$ cat src/hdl/esd_pkg.sv
// ----------------------------------------------------------------------------
// esd_pkg: shared types and constants for the expression selector
// Prototype and idle tables, axis weights, register indexes and the
// command and status bundles between the controller and the datapath.
// ----------------------------------------------------------------------------
package esd_pkg;

    localparam int AXES        = 6;
    localparam int TABLE_ROWS  = 10;
    localparam int AXW         = 16;
    localparam int EXW         = 4;
    localparam int WGTW        = 8;
    localparam int CFG_IDXW    = 8;
    localparam int CFG_DATAW   = 16;

    localparam int DEF_NUM_PROTOTYPES = 10;
    localparam int DEF_AXIS_FRAC_BITS = 14;
    localparam int DEF_TIME_BITS      = 32;

    localparam logic [CFG_IDXW-1:0] CFG_DWELL  = 8'd0;
    localparam logic [CFG_IDXW-1:0] CFG_MARGIN = 8'd1;

    localparam logic [15:0] DWELL_RESET  = 16'd650;
    localparam logic [15:0] MARGIN_RESET = 16'd1638;

    // Prototypes, idle vector and weights in hundredths
    localparam int PROTO_H [TABLE_ROWS][AXES] = '{
        '{  0, -20,  10,  65,   5,  0},
        '{ 65,  35,  20,  65,  65, 10},
        '{ 15,  25,  15,  75,  20,  5},
        '{ 90,  65,  20,  70,  80, 25},
        '{-20,  45, -55,  10,  25, 20},
        '{-15,   0,  55,  90, -10,  0},
        '{-55,  45, -65, -15,   5, 20},
        '{-65,  55,  60,  70, -55,  0},
        '{ 45, -25,   0,  60,  75,  0},
        '{ 95,  95,  35,  65,  70, 55}
    };
    localparam int IDLE_H [AXES] = '{35, -35, 5, 65, 60, 0};
    localparam int WEIGHT_H [AXES] = '{140, 100, 65, 35, 85, 75};

    // Hundredths to axis units, rounded half away from zero
    function automatic int to_axis(input int h, input int frac);
        longint mag;
        longint v;
        mag = (h < 0) ? -longint'(h) : longint'(h);
        v = (mag * (longint'(1) << frac) * 2 + 100) / 200;
        return (h < 0) ? int'(-v) : int'(v);
    endfunction

    typedef struct packed {
        logic capture;
        logic perform;
        logic blend;
        logic search_start;
        logic decide;
        logic init_commit;
        logic out_load;
    } esd_cmd_t;

    typedef struct packed {
        logic blend_last;
        logic search_done;
    } esd_status_t;

endpackage

$ cat src/hdl/esd_datapath.sv
// ----------------------------------------------------------------------------
// esd_datapath: affect vector, blend unit and distance search
// Holds the state and configuration, blends one axis per cycle and runs a
// three-stage square, weight and accumulate pipeline over prototype axes.
// ----------------------------------------------------------------------------
module esd_datapath import esd_pkg::*; #(
    parameter int NUM_PROTOTYPES = DEF_NUM_PROTOTYPES,
    parameter int AXIS_FRAC_BITS = DEF_AXIS_FRAC_BITS,
    parameter int TIME_BITS      = DEF_TIME_BITS
) (
    input  logic                  aclk,
    input  logic                  aresetn,
    input  esd_cmd_t              cmd,
    output esd_status_t           status,
    input  logic                  cfg_we,
    input  logic [CFG_IDXW-1:0]   cfg_index,
    input  logic [CFG_DATAW-1:0]  cfg_data,
    input  logic                  in_mode,
    input  logic signed [AXW-1:0] axis_in [AXES],
    input  logic [15:0]           in_fraction,
    input  logic [EXW-1:0]        in_expression,
    input  logic [31:0]           in_time,
    output logic [EXW-1:0]        out_expression,
    output logic signed [AXW-1:0] axis_out [AXES]
);

    localparam int NP    = (NUM_PROTOTYPES < TABLE_ROWS) ? NUM_PROTOTYPES : TABLE_ROWS;
    localparam int PW    = AXIS_FRAC_BITS + 2;
    localparam int DW    = ((PW > AXW) ? PW : AXW) + 1;
    localparam int SQW   = 2 * DW;
    localparam int TW    = SQW + WGTW;
    localparam int DISTW = SQW + 11;
    localparam int MW    = DISTW + 1;
    localparam int BPW   = AXW + 18;
    localparam logic [EXW-1:0] LAST_ROW = EXW'(NP - 1);
    localparam logic [2:0]     LAST_AX  = 3'(AXES - 1);

    // Prototype table in axis units, fixed at elaboration
    logic signed [PW-1:0] proto_tab [TABLE_ROWS][AXES];
    for (genvar r = 0; r < TABLE_ROWS; r++) begin : g_row
        for (genvar a = 0; a < AXES; a++) begin : g_ax
            assign proto_tab[r][a] = PW'(to_axis(PROTO_H[r][a], AXIS_FRAC_BITS));
        end
    end

    // State and configuration
    logic signed [AXW-1:0] axis_reg [AXES];
    logic [EXW-1:0]        shown_reg, cand_reg;
    logic [TIME_BITS-1:0]  start_reg;
    logic [15:0]           dwell_reg, margin_reg;

    // Captured request
    logic signed [AXW-1:0] tgt_reg [AXES];
    logic [15:0]           frac_reg;
    logic [TIME_BITS-1:0]  now_reg;
    logic [2:0]            ax_reg;

    // Search pipeline
    logic [EXW-1:0]  row_reg;
    logic [2:0]      sax_reg;
    logic            iss_reg;
    logic            s1_v_reg, s1_last_reg, s2_v_reg, s2_last_reg, done_reg;
    logic [EXW-1:0]  s1_row_reg, s2_row_reg;
    logic [SQW-1:0]  sq_reg;
    logic [WGTW-1:0] w_reg;
    logic [TW-1:0]   term_reg;
    logic [DISTW-1:0] acc_reg, best_reg, shown_d_reg;
    logic [EXW-1:0]  best_idx_reg;

    logic [63:0]          time_ext;
    logic [TIME_BITS-1:0] now_w;
    assign time_ext = {32'd0, in_time};
    assign now_w    = time_ext[TIME_BITS-1:0];

    // Blend of the selected axis
    logic signed [AXW:0]   diff;
    logic signed [BPW-1:0] prod;
    logic signed [BPW-1:0] step;
    always_comb begin
        diff = (AXW+1)'(tgt_reg[ax_reg]) - (AXW+1)'(axis_reg[ax_reg]);
        prod = BPW'(diff) * $signed({{(BPW-17){1'b0}}, frac_reg, 1'b0}) >>> 1;
        step = (prod + BPW'(32768)) >>> 16;
    end

    // First search stage: difference and square
    logic signed [DW-1:0]  dist_d;
    logic signed [SQW-1:0] dist_sq;
    always_comb begin
        dist_d  = DW'(axis_reg[sax_reg]) - DW'(proto_tab[row_reg][sax_reg]);
        dist_sq = SQW'(dist_d) * SQW'(dist_d);
    end

    // Accumulated distance at the end of a row
    logic [DISTW-1:0] full_d;
    assign full_d = acc_reg + DISTW'(term_reg);

    // Switch decision
    logic                 cand_new;
    logic [TIME_BITS-1:0] elapsed;
    logic [MW-1:0]        margin_scaled;
    logic                 do_switch;
    always_comb begin
        cand_new      = (best_idx_reg != cand_reg);
        elapsed       = cand_new ? '0 : (now_reg - start_reg);
        margin_scaled = (MW'(margin_reg) * MW'(100)) << AXIS_FRAC_BITS;
        do_switch     = (best_idx_reg != shown_reg) &&
                        (elapsed >= TIME_BITS'(dwell_reg)) &&
                        ((MW'(best_reg) + margin_scaled) < MW'(shown_d_reg));
    end

    logic perform_ok;
    assign perform_ok = (in_expression < EXW'(NP));

    always_ff @(posedge aclk) begin
        if (!aresetn) begin
            for (int a = 0; a < AXES; a++) begin
                axis_reg[a] <= AXW'(to_axis(IDLE_H[a], AXIS_FRAC_BITS));
            end
            shown_reg  <= '0;
            cand_reg   <= '0;
            start_reg  <= '0;
            dwell_reg  <= DWELL_RESET;
            margin_reg <= MARGIN_RESET;
            ax_reg     <= '0;
            iss_reg    <= 1'b0;
            s1_v_reg   <= 1'b0;
            s2_v_reg   <= 1'b0;
            done_reg   <= 1'b0;
        end else begin
            // configuration writes
            if (cfg_we && cfg_index == CFG_DWELL) begin
                dwell_reg <= cfg_data;
            end
            if (cfg_we && cfg_index == CFG_MARGIN) begin
                margin_reg <= cfg_data;
            end

            // request capture and perform load
            if (cmd.capture) begin
                tgt_reg  <= axis_in;
                frac_reg <= in_fraction;
                now_reg  <= now_w;
                ax_reg   <= '0;
            end
            if (cmd.perform && in_mode && perform_ok) begin
                axis_reg  <= axis_in;
                shown_reg <= in_expression;
                cand_reg  <= in_expression;
                start_reg <= now_w;
            end

            // blend one axis
            if (cmd.blend) begin
                axis_reg[ax_reg] <= axis_reg[ax_reg] + AXW'(step);
                ax_reg           <= ax_reg + 3'd1;
            end

            // search issue counters
            if (cmd.search_start) begin
                row_reg <= '0;
                sax_reg <= '0;
                iss_reg <= 1'b1;
                acc_reg <= '0;
            end else if (iss_reg) begin
                if (sax_reg == LAST_AX) begin
                    sax_reg <= '0;
                    if (row_reg == LAST_ROW) begin
                        iss_reg <= 1'b0;
                    end else begin
                        row_reg <= row_reg + 1'b1;
                    end
                end else begin
                    sax_reg <= sax_reg + 3'd1;
                end
            end

            // stage 1: square
            s1_v_reg    <= iss_reg;
            s1_last_reg <= (sax_reg == LAST_AX);
            s1_row_reg  <= row_reg;
            sq_reg      <= dist_sq;
            w_reg       <= WGTW'(WEIGHT_H[sax_reg]);

            // stage 2: weight
            s2_v_reg    <= s1_v_reg;
            s2_last_reg <= s1_last_reg;
            s2_row_reg  <= s1_row_reg;
            term_reg    <= TW'(sq_reg) * TW'(w_reg);

            // stage 3: accumulate and keep the nearest
            done_reg <= s2_v_reg && s2_last_reg && (s2_row_reg == LAST_ROW);
            if (s2_v_reg && !cmd.search_start) begin
                if (s2_last_reg) begin
                    acc_reg <= '0;
                    if (s2_row_reg == '0 || full_d < best_reg) begin
                        best_reg     <= full_d;
                        best_idx_reg <= s2_row_reg;
                    end
                    if (s2_row_reg == shown_reg) begin
                        shown_d_reg <= full_d;
                    end
                end else begin
                    acc_reg <= full_d;
                end
            end

            // commit after a tick or after the reset search
            if (cmd.decide) begin
                if (cand_new) begin
                    cand_reg  <= best_idx_reg;
                    start_reg <= now_reg;
                end
                if (do_switch) begin
                    shown_reg <= best_idx_reg;
                end
            end
            if (cmd.init_commit) begin
                shown_reg <= best_idx_reg;
                cand_reg  <= best_idx_reg;
            end
        end
    end

    // Result register
    always_ff @(posedge aclk) begin
        if (cmd.out_load) begin
            out_expression <= shown_reg;
            axis_out       <= axis_reg;
        end
    end

    assign status.blend_last  = (ax_reg == LAST_AX);
    assign status.search_done = done_reg;

endmodule

$ cat src/hdl/esd_ctrl.sv
// ----------------------------------------------------------------------------
// esd_ctrl: sequencing controller
// Runs the reset search, then per tick request the blend, search and decision
// steps, loads a perform request directly, and holds the result valid flag.
// ----------------------------------------------------------------------------
module esd_ctrl import esd_pkg::*; (
    input  logic        aclk,
    input  logic        aresetn,
    input  logic        s_valid,
    output logic        s_ready,
    input  logic        s_mode,
    output logic        m_valid,
    input  logic        m_ready,
    output esd_cmd_t    cmd,
    input  esd_status_t status
);

    typedef enum logic [2:0] {
        ST_INIT, ST_INIT_WAIT, ST_IDLE, ST_BLEND, ST_SEARCH, ST_DECIDE, ST_FINISH
    } state_t;

    state_t state_reg, state_next;
    logic   m_valid_reg, m_valid_next;
    logic   accept, out_free;

    assign s_ready  = (state_reg == ST_IDLE);
    assign accept   = s_valid && s_ready;
    assign out_free = !m_valid_reg || m_ready;
    assign m_valid  = m_valid_reg;

    // Next state and commands
    always_comb begin
        state_next   = state_reg;
        m_valid_next = m_valid_reg && !m_ready;
        cmd          = '0;
        case (state_reg)
            ST_INIT: begin
                cmd.search_start = 1'b1;
                state_next       = ST_INIT_WAIT;
            end
            ST_INIT_WAIT: begin
                if (status.search_done) begin
                    cmd.init_commit = 1'b1;
                    state_next      = ST_IDLE;
                end
            end
            ST_IDLE: begin
                if (accept) begin
                    cmd.capture = 1'b1;
                    cmd.perform = 1'b1;
                    state_next  = s_mode ? ST_FINISH : ST_BLEND;
                end
            end
            ST_BLEND: begin
                cmd.blend = 1'b1;
                if (status.blend_last) begin
                    cmd.search_start = 1'b1;
                    state_next       = ST_SEARCH;
                end
            end
            ST_SEARCH: begin
                if (status.search_done) begin
                    state_next = ST_DECIDE;
                end
            end
            ST_DECIDE: begin
                cmd.decide = 1'b1;
                state_next = ST_FINISH;
            end
            ST_FINISH: begin
                if (out_free) begin
                    cmd.out_load = 1'b1;
                    m_valid_next = 1'b1;
                    state_next   = ST_IDLE;
                end
            end
            default: begin
                state_next = ST_INIT;
            end
        endcase
    end

    // State and valid flag
    always_ff @(posedge aclk) begin
        if (!aresetn) begin
            state_reg   <= ST_INIT;
            m_valid_reg <= 1'b0;
        end else begin
            state_reg   <= state_next;
            m_valid_reg <= m_valid_next;
        end
    end

endmodule

$ cat src/hdl/expression_select_with_dwell.sv
// Sequence: after acceptance a tick request blends one axis per cycle, then runs
// the shared square/weight pipeline over every prototype axis; a perform request
// with a valid expression loads its vector and expression directly. One request
// is taken at a time; a result waiting on m_ready does not block acceptance of
// the next request, though it holds that request's result back.
// Reset: synchronous active low; a search sets the shown expression first.
// ----------------------------------------------------------------------------
// expression_select_with_dwell: affect blend with dwell-gated expression
// Blends a six-axis affect vector toward a target, finds the nearest
// prototype and switches the shown expression after dwell and margin.
// ----------------------------------------------------------------------------
module expression_select_with_dwell import esd_pkg::*; #(
    parameter int NUM_PROTOTYPES = DEF_NUM_PROTOTYPES,
    parameter int AXIS_FRAC_BITS = DEF_AXIS_FRAC_BITS,
    parameter int TIME_BITS      = DEF_TIME_BITS
) (
    input  logic                  aclk,
    input  logic                  aresetn,
    input  logic                  cfg_valid,
    output logic                  cfg_ready,
    input  logic [CFG_IDXW-1:0]   cfg_index,
    input  logic [CFG_DATAW-1:0]  cfg_data,
    input  logic                  s_valid,
    output logic                  s_ready,
    input  logic                  s_mode,
    input  logic signed [15:0]    s_valence_in,
    input  logic signed [15:0]    s_arousal_in,
    input  logic signed [15:0]    s_dominance_in,
    input  logic signed [15:0]    s_certainty_in,
    input  logic signed [15:0]    s_warmth_in,
    input  logic signed [15:0]    s_surprise_in,
    input  logic [15:0]           s_response_fraction,
    input  logic [3:0]            s_expression_in,
    input  logic [31:0]           s_time_ms,
    output logic                  m_valid,
    input  logic                  m_ready,
    output logic [3:0]            m_expression_out,
    output logic signed [15:0]    m_valence_out,
    output logic signed [15:0]    m_arousal_out,
    output logic signed [15:0]    m_dominance_out,
    output logic signed [15:0]    m_certainty_out,
    output logic signed [15:0]    m_warmth_out,
    output logic signed [15:0]    m_surprise_out
);

    esd_cmd_t              cmd;
    esd_status_t           status;
    logic signed [AXW-1:0] axis_in  [AXES];
    logic signed [AXW-1:0] axis_out [AXES];

    assign cfg_ready = 1'b1;

    // Axis bundles
    assign axis_in[0] = s_valence_in;
    assign axis_in[1] = s_arousal_in;
    assign axis_in[2] = s_dominance_in;
    assign axis_in[3] = s_certainty_in;
    assign axis_in[4] = s_warmth_in;
    assign axis_in[5] = s_surprise_in;

    assign m_valence_out   = axis_out[0];
    assign m_arousal_out   = axis_out[1];
    assign m_dominance_out = axis_out[2];
    assign m_certainty_out = axis_out[3];
    assign m_warmth_out    = axis_out[4];
    assign m_surprise_out  = axis_out[5];

    esd_ctrl u_ctrl (
        .aclk    (aclk),
        .aresetn (aresetn),
        .s_valid (s_valid),
        .s_ready (s_ready),
        .s_mode  (s_mode),
        .m_valid (m_valid),
        .m_ready (m_ready),
        .cmd     (cmd),
        .status  (status)
    );

    esd_datapath #(
        .NUM_PROTOTYPES (NUM_PROTOTYPES),
        .AXIS_FRAC_BITS (AXIS_FRAC_BITS),
        .TIME_BITS      (TIME_BITS)
    ) u_datapath (
        .aclk           (aclk),
        .aresetn        (aresetn),
        .cmd            (cmd),
        .status         (status),
        .cfg_we         (cfg_valid),
        .cfg_index      (cfg_index),
        .cfg_data       (cfg_data),
        .in_mode        (s_mode),
        .axis_in        (axis_in),
        .in_fraction    (s_response_fraction),
        .in_expression  (s_expression_in),
        .in_time        (s_time_ms),
        .out_expression (m_expression_out),
        .axis_out       (axis_out)
    );

endmodule

$ cat config.mk
export PLATFORM = sky130hd
export DESIGN_NAME = expression_select_with_dwell
export DESIGN_NICKNAME = d
export VERILOG_FILES = /design/src/hdl/esd_pkg.sv /design/src/hdl/esd_datapath.sv /design/src/hdl/esd_ctrl.sv /design/src/hdl/expression_select_with_dwell.sv
export SDC_FILE = /design/constraint.sdc
export NUM_CORES = 2
export LEC_CHECK = 0
export ABC_AREA = 1
export BUFFER_PORTS_ARGS = -buffer_cell sky130_fd_sc_hd__buf_2
export CELL_PAD_IN_SITES_DETAIL_PLACEMENT = 0
export CELL_PAD_IN_SITES_GLOBAL_PLACEMENT = 1
export CORE_UTILIZATION = 38
export DETAILED_ROUTE_END_ITERATION = 10
export PLACE_DENSITY = 0.76
export REMOVE_ABC_BUFFERS = 1
export SLEW_MARGIN = 20
export SYNTH_ARGS = -nofsm -noshare
export SYNTH_HDL_FRONTEND = slang
export SYNTH_SLANG_ARGS = --single-unit
$ cat constraint.sdc
create_clock -name aclk -period 23.3 [get_ports aclk]
set_clock_uncertainty 0.05 [all_clocks]
set_input_delay 2.33 -clock aclk [delete_from_list [all_inputs] [get_ports aclk]]
set_output_delay 2.33 -clock aclk [all_outputs]
set_load 0.02 [all_outputs]
==> metrics.yaml <==
yosys:
  synth_warnings: 0
  async_flop_share_pct: 0
  synth_edf_count: 483
  ys_ff_latch: 662
  avgSynthCellArea_um2: 8.49
  synth-seq-area-share_pct: 27.4
  ys.flop_type: "edfxtp_1"
  synthCells: 7787
  synth.distinct_cells: 80
  netlist_area_um2: 66100
worst_setup_path:
  crit_path_start_kind: "register"
  slowest_delay_ns: 0.82
  required_ns: 23.91
  cp_num_buf_inv: 10
  slowest_stage: "xor2_1"
  path_max_fanout: 24
  worstPathArrival_ns: 12.32
  end_kind: "register"
  path_class: "reg2reg"
  critPathTopFamily: "adder cells"
detailed_routing:
  wl_met1_um: 84100
  first_pass_iters: 8
  drc_errors: 0
  wl_met3_um: 10900
  drtIter0Drc: 3826
  via_per_inst: 5.05
  dr_total_vias: 52200
  final_antenna_net_count: 0
  routed.top_layer: "met5"
  wl_met2_um: 89200
  avgRoutedWirePerCell_um: 18.6
  wl_um: 193000
global_routing:
  grt_pass1_wl_um: 304000
  grt_max_degree: 96
  grt_overflow: 0
  antenna_found_initial: 4
  grt_use_total_pct: 22.2
  grt_pass1_vias: 53700
cells_and_area:
  syn_to_final_growth_pct: 9.84
  layout.cells.non_filler: 10300
  nets: 9438
  drive_gt1_share_pct: 7.16
  fillers: 17200
clock_tree:
  clock-sinks: 662
  cts_buffers: 78
  cts_root_buf: "clkbuf_16"
  tritoncts: "done"
  clk_pin_slew_worst_paths_ns: 0.07
  ctsHoldBuffers: 0
  post_cts_buffers: 0
  htree_levels: 3
  cts_resized: 0
  clk_latency_ns: 0.71
  clock_path_buffers: 3
placed_design:
  hpwl_um: 153000
  port_buffers: 279
  dp.cells: 10200
  routabilityCongestion: 0.945
sta:
  fin_crit_ns: 11.71
  setup_viol: 0
  tns_ns: 0
  max-slew-margin-rel_pct: 20.4
  hold_viol: 0
  fmax_ghz: 0.0854
  maxSlewViolCount: 0
  period_share_pct: 50.3
  rsz0062_at_grt: "no"
  worstMarginPinSlew_ns: 1.19
worst_hold_path:
  hp-class: "reg2reg"
run:
  drv_cap: 0
floorplanning:
  start_util_pct: 38.4
  io_pins: 281
  fp-row-count: 152
  die_y_um: 419
  dieArea_um2: 176000
  coreArea_um2: 172000
  die_w_um: 419
status:
  status: "finished, final reports clean"
[worst paths after layout]
kind | start | endpoint | slack (ns) | cells after the start
worst max-delay path | u_datapath.ax_reg[0]$_SDFFE_PN0P_ | u_datapath.axis_reg[28]$_SDFF_PN0_ | 11.59 | 48
worst max register to register | u_datapath.ax_reg[0]$_SDFFE_PN0P_ | u_datapath.axis_reg[28]$_SDFF_PN0_ | 11.59 | 48
worst min-delay path | u_datapath.s1_row_reg[2]$_DFFE_PP_ | u_datapath.s2_row_reg[2]$_DFFE_PP_ | 0.37 | 0
worst min register to register | u_datapath.s1_row_reg[2]$_DFFE_PP_ | u_datapath.s2_row_reg[2]$_DFFE_PP_ | 0.37 | 0
[area by class of cell]
| type | instances | area (µm²) | share of cell area (%) |
|---|---|---|---|
| multi-input combinational | 5135 | 40500 | 55.8 |
| sequential | 662 | 18100 | 24.9 |
| inverter | 1750 | 6570 | 9.05 |
| tap | 2310 | 2890 | 3.98 |
| clock buffer | 101 | 2140 | 2.95 |
| timing repair buffer | 338 | 1850 | 2.55 |
| clock inverter | 42 | 552 | 0.760 |
| antenna | 1 | 2.50 | 0.00345 |
[metal layers]
layer  up-vias  GRT usage [%]
met3       334           3.15
met2      1481           36.5
met5         -              0
met4         4           9.26
li1      24800              -
met1     25500           29.2
[layout by cell type (no fill, tap or decap), types with 16 or more instances in the layout]
cell / instances
a21o_1: 32
a21oi_1: 468
a221oi_1: 27
a22oi_1: 21
a31oi_1: 37
buf_2: 278
buf_4: 58
clkbuf_1: 16
clkbuf_16: 81
clkinv_1: 18
dfxtp_1: 179
edfxtp_1: 483
fa_1: 739
ha_1: 556
inv_1: 1714
inv_2: 21
nand2_1: 1458
nand3_1: 186
nand4_1: 52
nor2_1: 626
nor2_2: 26
nor3_1: 51
nor4_1: 18
o211ai_1: 72
o21ai_0: 320
o21ai_1: 16
o21bai_1: 22
xnor2_1: 72
xor2_1: 144
[synth_stat cells, drive strengths merged (146+ instances only)]
cell / count / area share [%]
edfxtp: 483 / 22
clkbuf: 200 / 1.2
dfxtp: 179 / 5.4
nand2: 1468 / 8.4
ha: 556 / 11
nor2: 655 / 3.9
a21oi: 478 / 3.7
fa: 739 / 22
o21ai: 343 / 2.7
nand3: 191 / 1.5
xor2: 146 / 2.0
inv: 1738 / 9.9
[per-stage QoR]
stage / utilization, % / setup WS [ns] / hold slack (ns) / cell area, µm²
CTS: 42.2 / 11.77 / 0.369 / 72600
global route: 42.2 / 10.76 / 0.375 / 72600
detailed placement: 40.6 / 11.79 / 0.356 / 69900
finish: 42.2 / 11.59 / 0.373 / 72600
floorplan: - / 9.91 / 0.340 / 65100
global placement: 40.6 / 11.99 / 0.360 / 69900
[worst reg2reg max path, delay by kind of cell (launching register included)]
kind	cells	cell delay [ns]
adders and majority gates	10	4.14
AOI/OAI and AO/OA	12	2.02
DFF	1	0.69
and+or+nand+nor	13	1.70
xor gates and xnor gates	3	1.48
buffers and inverters	10	1.60
[logic make-up after synthesis]
family | count (synthesis) | synth area share, %
AOI/OAI and AO/OA | 1138 | 10.0
other | 2 | 0.0114
DFF | 662 | 27.4
xor gates and xnor gates | 220 | 2.97
buffers and inverters | 1991 | 11.5
and+or+nand+nor | 2479 | 15.3
adders and majority gates | 1295 | 32.9
Power is left out: the tool's default activity adds up to more than one toggle a clock period on the data nets, which glitch-free logic cannot reach.
